File: config.mk
export PLATFORM = sky130hd
export DESIGN_NAME = delimited_record_column_filter_flat
export DESIGN_NICKNAME = d
export VERILOG_FILES = /design/src/sv/drcf_pkg.sv /design/src/sv/drcf_interfaces.sv /design/src/sv/drcf_in_stage.sv /design/src/sv/drcf_line_core.sv /design/src/sv/drcf_out_stage.sv /design/src/sv/delimited_record_column_filter.sv /design/src/flat_wrapper.sv
export SDC_FILE = /design/constraint.sdc
export NUM_CORES = 1
export LEC_CHECK = 0
export BUFFER_PORTS_ARGS = -buffer_cell sky130_fd_sc_hd__buf_2
export CAP_MARGIN = 20
export CORE_MARGIN = 3
export CORE_UTILIZATION = 25
export DETAILED_ROUTE_END_ITERATION = 16
export PLACE_DENSITY = 0.4
export REMOVE_ABC_BUFFERS = 1
export SKIP_CTS_REPAIR_TIMING = 1
export SLEW_MARGIN = 20
export SYNTH_ARGS = -nofsm -noshare
export SYNTH_HDL_FRONTEND = slang
export SYNTH_HIERARCHICAL = 1
export SYNTH_SLANG_ARGS = --single-unit
File: constraint.sdc
create_clock -name clk -period 13.73 [get_ports clk]
set_clock_uncertainty 0.15 [all_clocks]
set_input_delay 2.0595 -clock clk [delete_from_list [all_inputs] [get_ports clk]]
set_output_delay 2.0595 -clock clk [all_outputs]
set_load 0.02 [all_outputs]
File: src/sv/drcf_pkg.sv
`timescale 1ns / 1ps
// Shared types and constants for the delimited record column filter.
// No dependencies; the interfaces, input register, line core and top level refer to this package.
package drcf_pkg;

    localparam int VAL_W      = 32;
    localparam int COLREG_W   = 6;
    localparam int OP_W       = 3;
    localparam int CFG_IDX_W  = 2;
    localparam int CFG_DATA_W = 6;

    // Register indexes on the configuration channel
    localparam logic [CFG_IDX_W-1:0] REG_COLUMN_A   = 2'd0;
    localparam logic [CFG_IDX_W-1:0] REG_COLUMN_B   = 2'd1;
    localparam logic [CFG_IDX_W-1:0] REG_COMPARE_OP = 2'd2;

    // Compare operators; any other code never keeps
    localparam logic [OP_W-1:0] OP_GT = 3'd0;
    localparam logic [OP_W-1:0] OP_GE = 3'd1;
    localparam logic [OP_W-1:0] OP_LT = 3'd2;
    localparam logic [OP_W-1:0] OP_LE = 3'd3;
    localparam logic [OP_W-1:0] OP_EQ = 3'd4;
    localparam logic [OP_W-1:0] OP_NE = 3'd5;

    // Characters
    localparam logic [7:0] CHAR_NL    = 8'h0A;
    localparam logic [7:0] CHAR_COLON = 8'h3A;
    localparam logic [7:0] CHAR_SPACE = 8'h20;
    localparam logic [7:0] CHAR_TAB   = 8'h09;
    localparam logic [7:0] CHAR_CR    = 8'h0D;
    localparam logic [7:0] CHAR_PLUS  = 8'h2B;
    localparam logic [7:0] CHAR_MINUS = 8'h2D;
    localparam logic [7:0] CHAR_ZERO  = 8'h30;
    localparam logic [7:0] CHAR_NINE  = 8'h39;

    // Saturation bound of the column magnitude
    localparam logic [VAL_W-1:0] MAG_LIMIT = 32'h8000_0000;
    localparam logic [VAL_W-1:0] VAL_MAX   = 32'h7FFF_FFFF;

    typedef struct packed {
        logic [7:0] data_byte;
        logic       flush;
    } item_t;

    typedef struct packed {
        logic [COLREG_W-1:0] column_a;
        logic [COLREG_W-1:0] column_b;
        logic [OP_W-1:0]     compare_op;
    } cfg_t;

endpackage

File: src/sv/drcf_interfaces.sv
`timescale 1ns / 1ps
// Valid/ready channel interfaces: byte requests in, line results out, register writes.
// Depends on drcf_pkg for field widths.
interface drcf_in_if;
    logic       valid;
    logic       ready;
    logic [7:0] data_byte;
    logic       flush;

    modport source (output valid, data_byte, flush, input ready);
    modport sink   (input valid, data_byte, flush, output ready);
endinterface

interface drcf_out_if #(
    parameter int LEN_W = 13
);
    logic             valid;
    logic             ready;
    logic             keep_line;
    logic [LEN_W-1:0] line_length;

    modport source (output valid, keep_line, line_length, input ready);
    modport sink   (input valid, keep_line, line_length, output ready);
endinterface

interface drcf_cfg_if;
    logic                                valid;
    logic                                ready;
    logic [drcf_pkg::CFG_IDX_W-1:0]      index;
    logic [drcf_pkg::CFG_DATA_W-1:0]     data;

    modport source (output valid, index, data, input ready);
    modport sink   (input valid, index, data, output ready);
endinterface

File: src/sv/drcf_in_stage.sv
`timescale 1ns / 1ps
// Input register: holds one byte request until the line core takes it.
// Depends on drcf_pkg.
module drcf_in_stage (
    input  logic            clk,
    input  logic            rst_n,
    input  logic            in_valid,
    output logic            in_ready,
    input  drcf_pkg::item_t in_item,
    input  logic            advance,
    output logic            held_valid,
    output drcf_pkg::item_t held_item
);

    logic            valid_reg;
    logic            valid_next;
    drcf_pkg::item_t item_reg;

    // Take a new request when empty or when the held one moves on
    assign in_ready   = !valid_reg || advance;
    assign valid_next = in_valid ? 1'b1 : (valid_reg && !advance);

    always_ff @(posedge clk or negedge rst_n)
    begin
        if (!rst_n)
        begin
            valid_reg <= 1'b0;
        end
        else if (in_ready)
        begin
            valid_reg <= valid_next;
        end
    end

    always_ff @(posedge clk)
    begin
        if (in_valid && in_ready)
        begin
            item_reg <= in_item;
        end
    end

    assign held_valid = valid_reg;
    assign held_item  = item_reg;

endmodule

File: src/sv/drcf_line_core.sv
`timescale 1ns / 1ps
// Per-byte column parser, capture of the two compared columns and line decision.
// Depends on drcf_pkg.
module drcf_line_core #(
    parameter int MAX_COLUMNS = 32,
    parameter int MAX_LINE    = 4096,
    localparam int LEN_W      = $clog2(MAX_LINE + 1)
) (
    input  logic             clk,
    input  logic             rst_n,
    input  logic             step,
    input  drcf_pkg::item_t  item,
    input  drcf_pkg::cfg_t   cfg,
    output logic             emit,
    output logic             keep_line,
    output logic [LEN_W-1:0] line_length
);

    localparam int COL_W = $clog2(MAX_COLUMNS + 1);
    localparam int CMP_W = (COL_W + 1 > drcf_pkg::COLREG_W) ? COL_W + 1 : drcf_pkg::COLREG_W;
    localparam int ACC_W = drcf_pkg::VAL_W + 4;

    localparam logic [1:0] PH_SPACE  = 2'd0;
    localparam logic [1:0] PH_SIGN   = 2'd1;
    localparam logic [1:0] PH_DIGITS = 2'd2;
    localparam logic [1:0] PH_DONE   = 2'd3;

    logic [COL_W-1:0]                 idx_reg, idx_next;
    logic [1:0]                       phase_reg, phase_next;
    logic                             neg_reg, neg_next;
    logic [drcf_pkg::VAL_W-1:0]       acc_reg, acc_next;
    logic signed [drcf_pkg::VAL_W-1:0] cap_a_reg, cap_a_next;
    logic signed [drcf_pkg::VAL_W-1:0] cap_b_reg, cap_b_next;
    logic [LEN_W-1:0]                 len_reg, len_next;

    logic [7:0]                       c;
    logic                             is_nl, is_colon, is_space, is_sign, is_digit;
    logic [LEN_W-1:0]                 len_inc;
    logic [ACC_W-1:0]                 acc_mul;
    logic [drcf_pkg::VAL_W-1:0]       acc_dig;
    logic signed [drcf_pkg::VAL_W-1:0] col_val;
    logic                             idx_ok, hit_a, hit_b;
    logic signed [drcf_pkg::VAL_W-1:0] fin_a, fin_b;

    always_comb
    begin
        c        = item.data_byte;
        is_nl    = !item.flush && (c == drcf_pkg::CHAR_NL);
        is_colon = !item.flush && (c == drcf_pkg::CHAR_COLON);
        is_space = (c == drcf_pkg::CHAR_SPACE) ||
                   ((c >= drcf_pkg::CHAR_TAB) && (c <= drcf_pkg::CHAR_CR));
        is_sign  = (c == drcf_pkg::CHAR_PLUS) || (c == drcf_pkg::CHAR_MINUS);
        is_digit = (c >= drcf_pkg::CHAR_ZERO) && (c <= drcf_pkg::CHAR_NINE);

        len_inc = (len_reg < LEN_W'(MAX_LINE)) ? len_reg + LEN_W'(1) : len_reg;

        // times ten plus digit, saturating at the magnitude limit
        acc_mul = (ACC_W'(acc_reg) << 3) + (ACC_W'(acc_reg) << 1) + ACC_W'(c - drcf_pkg::CHAR_ZERO);
        acc_dig = (acc_mul > ACC_W'(drcf_pkg::MAG_LIMIT)) ? drcf_pkg::MAG_LIMIT
                                                         : acc_mul[drcf_pkg::VAL_W-1:0];

        // negating the limit lands on the most negative value by itself
        if (neg_reg)
            col_val = -$signed(acc_reg);
        else if (acc_reg[drcf_pkg::VAL_W-1])
            col_val = $signed(drcf_pkg::VAL_MAX);
        else
            col_val = $signed(acc_reg);

        idx_ok = idx_reg < COL_W'(MAX_COLUMNS);
        hit_a  = idx_ok && (CMP_W'(idx_reg) + CMP_W'(1) == CMP_W'(cfg.column_a));
        hit_b  = idx_ok && (CMP_W'(idx_reg) + CMP_W'(1) == CMP_W'(cfg.column_b));
        fin_a  = hit_a ? col_val : cap_a_reg;
        fin_b  = hit_b ? col_val : cap_b_reg;

        emit        = item.flush ? (len_reg != '0) : is_nl;
        line_length = item.flush ? len_reg : len_inc;

        case (cfg.compare_op)
            drcf_pkg::OP_GT: keep_line = fin_a >  fin_b;
            drcf_pkg::OP_GE: keep_line = fin_a >= fin_b;
            drcf_pkg::OP_LT: keep_line = fin_a <  fin_b;
            drcf_pkg::OP_LE: keep_line = fin_a <= fin_b;
            drcf_pkg::OP_EQ: keep_line = fin_a == fin_b;
            drcf_pkg::OP_NE: keep_line = fin_a != fin_b;
            default:         keep_line = 1'b0;
        endcase
    end

    always_comb
    begin
        idx_next   = idx_reg;
        phase_next = phase_reg;
        neg_next   = neg_reg;
        acc_next   = acc_reg;
        cap_a_next = cap_a_reg;
        cap_b_next = cap_b_reg;
        len_next   = len_reg;

        if (step)
        begin
            if (emit)
            begin
                // start a fresh line
                idx_next   = '0;
                phase_next = PH_SPACE;
                neg_next   = 1'b0;
                acc_next   = '0;
                cap_a_next = '0;
                cap_b_next = '0;
                len_next   = '0;
            end
            else if (item.flush)
            begin
                // nothing pending: drop the flush
            end
            else if (is_colon)
            begin
                len_next   = len_inc;
                cap_a_next = fin_a;
                cap_b_next = fin_b;
                if (idx_ok)
                    idx_next = idx_reg + COL_W'(1);
                phase_next = PH_SPACE;
                neg_next   = 1'b0;
                acc_next   = '0;
            end
            else
            begin
                len_next = len_inc;
                unique case (phase_reg)
                    PH_SPACE:
                    begin
                        if (is_space)
                        begin
                            phase_next = PH_SPACE;
                        end
                        else if (is_sign)
                        begin
                            neg_next   = (c == drcf_pkg::CHAR_MINUS);
                            phase_next = PH_SIGN;
                        end
                        else if (is_digit)
                        begin
                            acc_next   = acc_dig;
                            phase_next = PH_DIGITS;
                        end
                        else
                        begin
                            phase_next = PH_DONE;
                        end
                    end
                    PH_SIGN, PH_DIGITS:
                    begin
                        if (is_digit)
                        begin
                            acc_next   = acc_dig;
                            phase_next = PH_DIGITS;
                        end
                        else
                        begin
                            phase_next = PH_DONE;
                        end
                    end
                    PH_DONE:
                    begin
                        phase_next = PH_DONE;
                    end
                    default:
                    begin
                        phase_next = PH_DONE;
                    end
                endcase
            end
        end
    end

    always_ff @(posedge clk or negedge rst_n)
    begin
        if (!rst_n)
        begin
            idx_reg   <= '0;
            phase_reg <= PH_SPACE;
            neg_reg   <= 1'b0;
            acc_reg   <= '0;
            cap_a_reg <= '0;
            cap_b_reg <= '0;
            len_reg   <= '0;
        end
        else
        begin
            idx_reg   <= idx_next;
            phase_reg <= phase_next;
            neg_reg   <= neg_next;
            acc_reg   <= acc_next;
            cap_a_reg <= cap_a_next;
            cap_b_reg <= cap_b_next;
            len_reg   <= len_next;
        end
    end

endmodule

File: src/sv/drcf_out_stage.sv
`timescale 1ns / 1ps
// Result register: holds one line decision until the sink takes it.
// Depends on nothing beyond its parameter.
module drcf_out_stage #(
    parameter int LEN_W = 13
) (
    input  logic             clk,
    input  logic             rst_n,
    input  logic             load,
    input  logic             keep_in,
    input  logic [LEN_W-1:0] len_in,
    output logic             free,
    output logic             out_valid,
    input  logic             out_ready,
    output logic             keep_out,
    output logic [LEN_W-1:0] len_out
);

    logic             valid_reg;
    logic             keep_reg;
    logic [LEN_W-1:0] len_reg;

    assign free = !valid_reg || out_ready;

    always_ff @(posedge clk or negedge rst_n)
    begin
        if (!rst_n)
        begin
            valid_reg <= 1'b0;
        end
        else if (load)
        begin
            valid_reg <= 1'b1;
        end
        else if (out_ready)
        begin
            valid_reg <= 1'b0;
        end
    end

    always_ff @(posedge clk)
    begin
        if (load)
        begin
            keep_reg <= keep_in;
            len_reg  <= len_in;
        end
    end

    assign out_valid = valid_reg;
    assign keep_out  = keep_reg;
    assign len_out   = len_reg;

endmodule

File: src/sv/delimited_record_column_filter.sv
`timescale 1ns / 1ps
// A result is loaded into the result register when the held request that ends its line advances.
// Throughput: one byte request per cycle; the input register stalls only when a finished
// line meets a result still waiting in the result register.
// Reset (rst_n low, asynchronous): clears the parser, line state and both valid flags and
// loads column_a = 1, column_b = 2, compare_op = greater-than.
module delimited_record_column_filter #(
    parameter int MAX_COLUMNS = 32,
    parameter int MAX_LINE    = 4096
) (
    input  logic       clk,
    input  logic       rst_n,
    drcf_in_if.sink    item,
    drcf_out_if.source result,
    drcf_cfg_if.sink   cfg
);

    localparam int LEN_W = $clog2(MAX_LINE + 1);

    // Configuration registers; writes are only expected while the block is idle
    drcf_pkg::cfg_t   cfg_reg;

    drcf_pkg::item_t  in_item;
    drcf_pkg::item_t  held_item;
    logic             held_valid;
    logic             advance;
    logic             emit;
    logic             keep_line;
    logic [LEN_W-1:0] line_length;
    logic             out_free;

    assign cfg.ready = 1'b1;

    always_ff @(posedge clk or negedge rst_n)
    begin
        if (!rst_n)
        begin
            cfg_reg.column_a   <= drcf_pkg::COLREG_W'(1);
            cfg_reg.column_b   <= drcf_pkg::COLREG_W'(2);
            cfg_reg.compare_op <= drcf_pkg::OP_GT;
        end
        else if (cfg.valid)
        begin
            unique case (cfg.index)
                drcf_pkg::REG_COLUMN_A:   cfg_reg.column_a   <= cfg.data;
                drcf_pkg::REG_COLUMN_B:   cfg_reg.column_b   <= cfg.data;
                drcf_pkg::REG_COMPARE_OP: cfg_reg.compare_op <= cfg.data[drcf_pkg::OP_W-1:0];
                default:
                begin
                    // index beyond the register list: drop the write
                end
            endcase
        end
    end

    assign in_item.data_byte = item.data_byte;
    assign in_item.flush     = item.flush;

    // Advance the held request unless it ends a line while the result slot is busy
    assign advance = held_valid && (!emit || out_free);

    drcf_in_stage u_in_stage (
        .clk        (clk),
        .rst_n      (rst_n),
        .in_valid   (item.valid),
        .in_ready   (item.ready),
        .in_item    (in_item),
        .advance    (advance),
        .held_valid (held_valid),
        .held_item  (held_item)
    );

    // Parse the held byte, capture columns, decide the line in the same cycle
    drcf_line_core #(
        .MAX_COLUMNS (MAX_COLUMNS),
        .MAX_LINE    (MAX_LINE)
    ) u_line_core (
        .clk         (clk),
        .rst_n       (rst_n),
        .step        (advance),
        .item        (held_item),
        .cfg         (cfg_reg),
        .emit        (emit),
        .keep_line   (keep_line),
        .line_length (line_length)
    );

    // Hold the decision until the sink takes it
    drcf_out_stage #(
        .LEN_W (LEN_W)
    ) u_out_stage (
        .clk       (clk),
        .rst_n     (rst_n),
        .load      (advance && emit),
        .keep_in   (keep_line),
        .len_in    (line_length),
        .free      (out_free),
        .out_valid (result.valid),
        .out_ready (result.ready),
        .keep_out  (result.keep_line),
        .len_out   (result.line_length)
    );

endmodule

File: src/flat_wrapper.sv
// flat-port wrapper written by rule: the top's interface ports become plain ports
module delimited_record_column_filter_flat 
#(
    parameter int MAX_COLUMNS = 32,
    parameter int MAX_LINE    = 4096
)
  (clk, rst_n, item_valid, item_data_byte, item_flush, item_ready, result_valid, result_keep_line, result_line_length, result_ready, cfg_valid, cfg_index, cfg_data, cfg_ready);
  drcf_in_if item_i ();
  drcf_out_if result_i ();
  drcf_cfg_if cfg_i ();
  input  logic clk;
  input  logic rst_n;
  input wire logic [$bits(item_i.valid)-1:0] item_valid;
  input wire logic [$bits(item_i.data_byte)-1:0] item_data_byte;
  input wire logic [$bits(item_i.flush)-1:0] item_flush;
  output wire logic [$bits(item_i.ready)-1:0] item_ready;
  output wire logic [$bits(result_i.valid)-1:0] result_valid;
  output wire logic [$bits(result_i.keep_line)-1:0] result_keep_line;
  output wire logic [$bits(result_i.line_length)-1:0] result_line_length;
  input wire logic [$bits(result_i.ready)-1:0] result_ready;
  input wire logic [$bits(cfg_i.valid)-1:0] cfg_valid;
  input wire logic [$bits(cfg_i.index)-1:0] cfg_index;
  input wire logic [$bits(cfg_i.data)-1:0] cfg_data;
  output wire logic [$bits(cfg_i.ready)-1:0] cfg_ready;
  assign item_i.valid = item_valid;
  assign item_i.data_byte = item_data_byte;
  assign item_i.flush = item_flush;
  assign item_ready = item_i.ready;
  assign result_valid = result_i.valid;
  assign result_keep_line = result_i.keep_line;
  assign result_line_length = result_i.line_length;
  assign result_i.ready = result_ready;
  assign cfg_i.valid = cfg_valid;
  assign cfg_i.index = cfg_index;
  assign cfg_i.data = cfg_data;
  assign cfg_ready = cfg_i.ready;
  delimited_record_column_filter #(.MAX_COLUMNS(MAX_COLUMNS), .MAX_LINE(MAX_LINE)) u_core (.clk(clk), .rst_n(rst_n), .item(item_i), .result(result_i), .cfg(cfg_i));
endmodule
After elaboration in Yosys (flattened, before gate mapping)
Cells that the tools add are included.
W data, S select, Z words.
{"block": "word_totals", "register_bits": 158, "inputBits": 22, "out_inout_bits": 17, "wordCells": 139}
{"block": "op_classes", "n_addsub": 7, "magnitude_cmp": 11, "eq_ne": 23, "n_mux": 43, "reduce_logical": 39}
{"op": "$mux W32", "count": 16}
{"op": "$pmux W32 S2", "count": 1}
{"op": "$mux W13", "count": 3}
{"op": "$add A35 B33 Y36", "count": 1}
{"op": "$add A36 B36 Y36", "count": 1}
{"op": "$gt A36 B32 Y1 const B", "count": 1}
{"op": "$eq A32 B32 Y1", "count": 1}
{"op": "$eq A8 B6 Y1 const B", "count": 4}
{"op": "$ge A32 B32 Y1", "count": 1}
{"op": "$gt A32 B32 Y1", "count": 1}
{"op": "$le A32 B32 Y1", "count": 1}
{"op": "$lt A32 B32 Y1", "count": 1}
{"op": "$ne A32 B32 Y1", "count": 1}
{"op": "$neg A32 Y32", "count": 1}
{"op": "$mux W31", "count": 1}
{"op": "$mux W6", "count": 4}
{"op": "$eq A7 B6 Y1", "count": 2}
{"op": "$add A13 B1 Y13 const B", "count": 1}
{"op": "$lt A13 B13 Y1 const B", "count": 1}
{"op": "$reduce_bool A13 Y1", "count": 1}
{"op": "$mux W1", "count": 11}
{"op": "$logic_and A1 B1 Y1", "count": 10}
{"op": "$mux W2", "count": 5}
{"op": "$reduce_and A5 Y1", "count": 2}
{"op": "30 further kinds", "count": 51}

Logic depth before layout (Yosys ltp)
{"block": "depth", "word_depth": 11, "depth_mapped": 19, "mapped_depth_nobuf": 19}

By module
Netlist, hierarchy kept.
{"module": "drcf_line_core", "instances": 1, "cells_each": 1116, "area_each_um2": 10141.0, "seq_area_each_um2": 2952.8}
{"module": "delimited_record_column_filter", "instances": 1, "cells_each": 38, "area_each_um2": 613.1, "seq_area_each_um2": 377.9}
{"module": "drcf_out_stage", "instances": 1, "cells_each": 17, "area_each_um2": 467.9, "seq_area_each_um2": 445.4}
{"module": "drcf_in_stage", "instances": 1, "cells_each": 13, "area_each_um2": 324.1, "seq_area_each_um2": 295.3}

Least setup slack after synthesis
Ideal clock, no wire load.
{"block": "synth_path", "path_kind": "register -> register", "startpoint": "register u_core.u_in_stage.item_reg, in the netlist u_core/u_in_stage/held_item[6]", "endpoint": "register u_core/u_line_core/acc_reg[2] in the netlist's numbering", "setup_ps": 67, "arrival_ps": 4930, "required_time_ps": 13513, "slack_ps": 8583, "path_stages_with_launch": 15, "n_path_buf": 2, "period_less_slack_ps": 5147, "cell_sequence": "edfxtp_1 ha_1 or3_1 inv_1 fa_1 ha_1 clkbuf_1 nand3_1 or4_4 a211oi_2 o22ai_1 mux2_4 nor4_4 buf_6 a32o_2"}
{"block": "synth_via", "elab_chain_len": 11, "elab_cells_between_ends": 35, "classes_between": "2 x add/sub; 5 x order compare; 8 x eq/ne; 9 x mux; 11 x reduce/logical"}
{"element": "start, declared", "line": "drcf_in_stage.sv:17", "source": "drcf_pkg::item_t item_reg;"}
{"element": "start signal, assigned", "line": "drcf_in_stage.sv:39", "source": "item_reg <= in_item;"}
{"element": "$sub A8 B6 Y9", "line": "drcf_line_core.sv:58", "source": "acc_mul = (ACC_W'(acc_reg) << 3) + (ACC_W'(acc_reg) << 1) + ACC_W'(c - drcf_pkg::CHAR_ZERO);"}
{"element": "$add A36 B36 Y36", "line": "drcf_line_core.sv:58"}
{"element": "$gt A36 B32 Y1", "line": "drcf_line_core.sv:59", "source": "acc_dig = (acc_mul > ACC_W'(drcf_pkg::MAG_LIMIT)) ? drcf_pkg::MAG_LIMIT"}
{"element": "$mux W32", "line": "drcf_line_core.sv:59"}
{"element": "$mux W32", "line": "drcf_line_core.sv:143, drcf_line_core.sv:155"}
{"element": "$mux W32", "line": "drcf_line_core.sv:138", "source": "else if (is_sign)"}
{"element": "$mux W32", "line": "drcf_line_core.sv:134", "source": "if (is_space)"}
{"element": "$pmux W32 S2", "line": "drcf_line_core.sv:131", "source": "unique case (phase_reg)"}
{"element": "$mux W32", "line": "drcf_line_core.sv:117", "source": "else if (is_colon)"}
{"element": "$mux W32", "line": "drcf_line_core.sv:113", "source": "else if (item.flush)"}
{"element": "$mux W32", "line": "drcf_line_core.sv:102", "source": "if (emit)"}
{"element": "end signal, assigned", "line": "drcf_line_core.sv:195", "source": "acc_reg <= acc_next;"}
{"element": "end, declared", "line": "drcf_line_core.sv:31", "source": "logic [drcf_pkg::VAL_W-1:0] acc_reg, acc_next;"}
Several ways; a longest one is shown, not always the timed one. The select of a mux whose other input is x is not followed.
A chain may end at the register's enable or synchronous reset.

Worst setup path after layout
{"block": "layout_path", "startpoint": "register u_core.u_in_stage.item_reg, in the netlist u_core/u_in_stage/held_item[6]", "endpoint": "register u_core/u_line_core/acc_reg[24] in the netlist's numbering"}
The elaborated chain is that of the path after synthesis.

==> impl_metrics.csv <==
group,metric,value,unit
run,drv_cap,0,
cts,clock_latency,0.44,ns
power_and_ir_drop,pwr-share-clk,30.8,%
layout,area_growth,12.4,%
cts,clk_pin_slew_worst_paths,0.07,ns
min_path,min-delay-path-class,"reg -> reg",
power_and_ir_drop,switching_share,38.2,%
routing,routedWlPerCell,17.7,um
place,numPortBuffers,37,
worst_setup_path,critPathRequiredTime,13.94,ns
cts,cts_root_buffer,"clkbuf_16",
synthesis,ys_async_sr_fraction,85.4,%
power_and_ir_drop,powerDensity,120,nW/um2
floorplan,ios,39,
layout,fin_cells,1813,
floorplan,die_height,221,um
routing,vias,8905,
synthesis,synth_seq_cells,158,
synthesis,synth_largest_area_cell,"dfrtp_1",
layout,fillers,4849,
layout,nNetsFinal,1332,
routing,routed_wl,32.0,mm
synthesis,synth-main-ff-cell,"dfrtp_1",
layout,layout-drive-gt1-share,13.5,%
synthesis,syn_area_per_cell,9.75,um2
worst_setup_path,worstSetupPathType,"reg -> reg",
cts,cts_tree,"done",
sta,min_period,5.71,ns
layout,final_core_util,28.5,%
cts,cts_sinks,158,
sta,setup_violations,0,
worst_setup_path,cp-end-kind,"flip-flop",
place,gp_congestion,0.775,
global_route,antenna_found_initial,0,
synthesis,synth_area,11500,um2
sta,maxSlewHeadroom,24.6,%
cts,cts_made_buffers,17,
global_route,grt.overflow.total,0,
worst_setup_path,cp-start-kind,"flip-flop",
synthesis,synth_edf_count,23,
floorplan,dieArea,48800,um2
power_and_ir_drop,pwr-share-comb,33.4,%
synthesis,yosysSeqAreaShare,35.3,%
sta,rsz0062_at_grt,"no",
synthesis,yosys.cell_types.count,80,
global_route,grt_pass1_vias,9314,
routing,drc,0,
power_and_ir_drop,p_switching,593,uW
floorplan,rows,78,
floorplan,core_area,45500,um2
layout,multi_input_area,7140,um2
sta,fmax,175,MHz
power_and_ir_drop,peakVddDrop,0.0803,mV
place,dp_hpwl,23.2,mm
cts,clockBufferDepth,2,
routing,drt-initial-drc-count,412,
sta,fin_hold_ws,0.331,ns
global_route,grt_pass1_wl,52.2,mm
synthesis,synthTopCellsByArea,"dfrtp_1 (29%), ha_1 (8.6%), edfxtp_1 (6.0%)",
sta,fin_crit_sh,41.6,%
synthesis,synth_common_cells,"dfrtp_1 (133), nand2_1 (103), ha_1 (79), o21ai_0 (79), nor2_1 (75)",
power_and_ir_drop,p_total,1550,uW
cts,h-tree-depth,4,
run_status,outcome,"finished, final reports clean",
floorplan,initial_core_util,25.4,%
routing,detail_route.vias_per_cell,4.91,
place,dp.cells,1781,
synthesis,yosysWarningCount,6,
routing,first_pass_iters,4,
synthesis,yosysMostFrequentCell,"dfrtp_1",
global_route,grt_max_degree,72,
global_route,grt_usage,13.1,%
sta,tns,0,ns
routing,ant_nets,0,
synthesis,syn_inst,1184,
synthesis,yosysTopAreaCellShare,28.8,%
layout,seq_area,4070,um2
worst_setup_path,critPathMaxFanout,26,
layout,diodes,0,
sta,hold_violations,0,
floorplan,die_w,221,um
power_and_ir_drop,power.internal,959,uW
sta,tightest_slew,1.10,ns
power_and_ir_drop,total_leakage_power,0.00570,uW
sta,final_max_slew_viol_count,0,
worst_setup_path,crit_arrival,5.91,ns
power_and_ir_drop,pwr-share-seq,35.8,%
==> path summary, 6_finish.rpt <==
kind | startpoint | to | slack [ns] | cells past startpoint
worst max-delay path | u_core/u_in_stage/held_item[6]$_DFFE_PP_ | u_core/u_line_core/acc_reg[24]$_DFFE_PN0P_ | 8.02 | 16
worst min-delay path | u_core/u_line_core/cap_b_reg[21]$_DFFE_PN0P_ | u_core/u_line_core/cap_b_reg[21]$_DFFE_PN0P_ | 0.33 | 2
worst max register to register | u_core/u_in_stage/held_item[6]$_DFFE_PP_ | u_core/u_line_core/acc_reg[24]$_DFFE_PN0P_ | 8.02 | 16
worst min register to register | u_core/u_line_core/cap_b_reg[21]$_DFFE_PN0P_ | u_core/u_line_core/cap_b_reg[21]$_DFFE_PN0P_ | 0.33 | 2
max in group asynchronous | rst_n | u_core/cfg_reg[11]$_DFFE_PN0P_ | 10.53 | 2
min in group asynchronous | rst_n | u_core/u_line_core/acc_reg[25]$_DFFE_PN0P_ | 1.48 | 1
==> routing by layer <==
metal,share of wire (%),vias up,GRT usage (%)
li1,-,4394,-
met1,49,4399,18.1
met2,48,96,22.1
met3,1.8,16,1.57
met4,1.2,0,3.07
met5,0,-,0
==> power by group through the flow <==
stage	Clock (uW)	Combinational (uW)	Sequential, uW
final	478	518	556
after detailed placement	0	526	565
after CTS	497	529	557
after global routing	516	584	563
after global placement	0	527	565
after floorplan	0	356	561
==> worst max-delay path: stages, from the launching register on <==
cell and delay [ns]:
edfxtp_1 0.46, ha_1 0.28, or3_1 0.39, inv_1 0.08
buf_4 0.39, fa_1 0.53, ha_1 0.40, o21a_1 0.15
nor2_1 0.05, a2111oi_0 0.95, o311a_1 0.28, o21ai_0 0.19
o211a_1 0.31, nor4_4 0.27, buf_4 0.35, nand2_4 0.18
o21ai_2 0.17
==> cell usage in the layout (no fill, tap or decap), types with 9 or more instances in the layout <==
cell	instances
dfrtp_1	133
nand2_1	102
o21ai_0	79
ha_1	79
nor2_1	74
a21oi_1	71
mux2_2	46
xnor2_1	46
a22o_1	40
inv_1	39
buf_2	36
mux2i_1	34
nand3_1	32
xor2_1	31
fa_1	31
nor3_1	25
nand4_1	24
edfxtp_1	23
a21o_1	22
a32o_1	20
clkbuf_16	17
buf_4	13
or3_1	11
nand2b_1	10
a211oi_1	9
nor2b_1	9
o21ai_2	9
==> layout make-up <==
class                           count  area share [%]
Sequential cell                   158            31.4
Inverter                           40            1.16
Timing Repair Buffer               50            2.23
Tap cell                          600            5.78
Clock inverter                     14            1.16
Multi-Input combinational cell    933            55.0
Clock buffer                       18            3.31
==> cell families (layout without fill, tap and decap cells) <==
kind of cell / count (synthesis) / in the layout / synth area share [%]
simple gates: 345 / 345 / 15.3
other cells: 1 / 1 / 0.0325
flops: 158 / 158 / 35.3
compound gates: 318 / 318 / 18.8
buf+inv: 93 / 122 / 3.22
fa+ha+maj: 110 / 110 / 13.9
mux: 81 / 81 / 7.56
xor+xnor: 78 / 78 / 5.92
==> stage by stage <==
stage,area (um2),setup slack (ns)
6_report,13000,8.02
5_1_grt,13000,7.75
4_1_cts,13000,8.05
3_5_place_dp,12400,8.10
3_3_place_gp,12400,8.08
2_1_floorplan,11300,7.26
No activity file was read; power rests on OpenSTA's default activity.
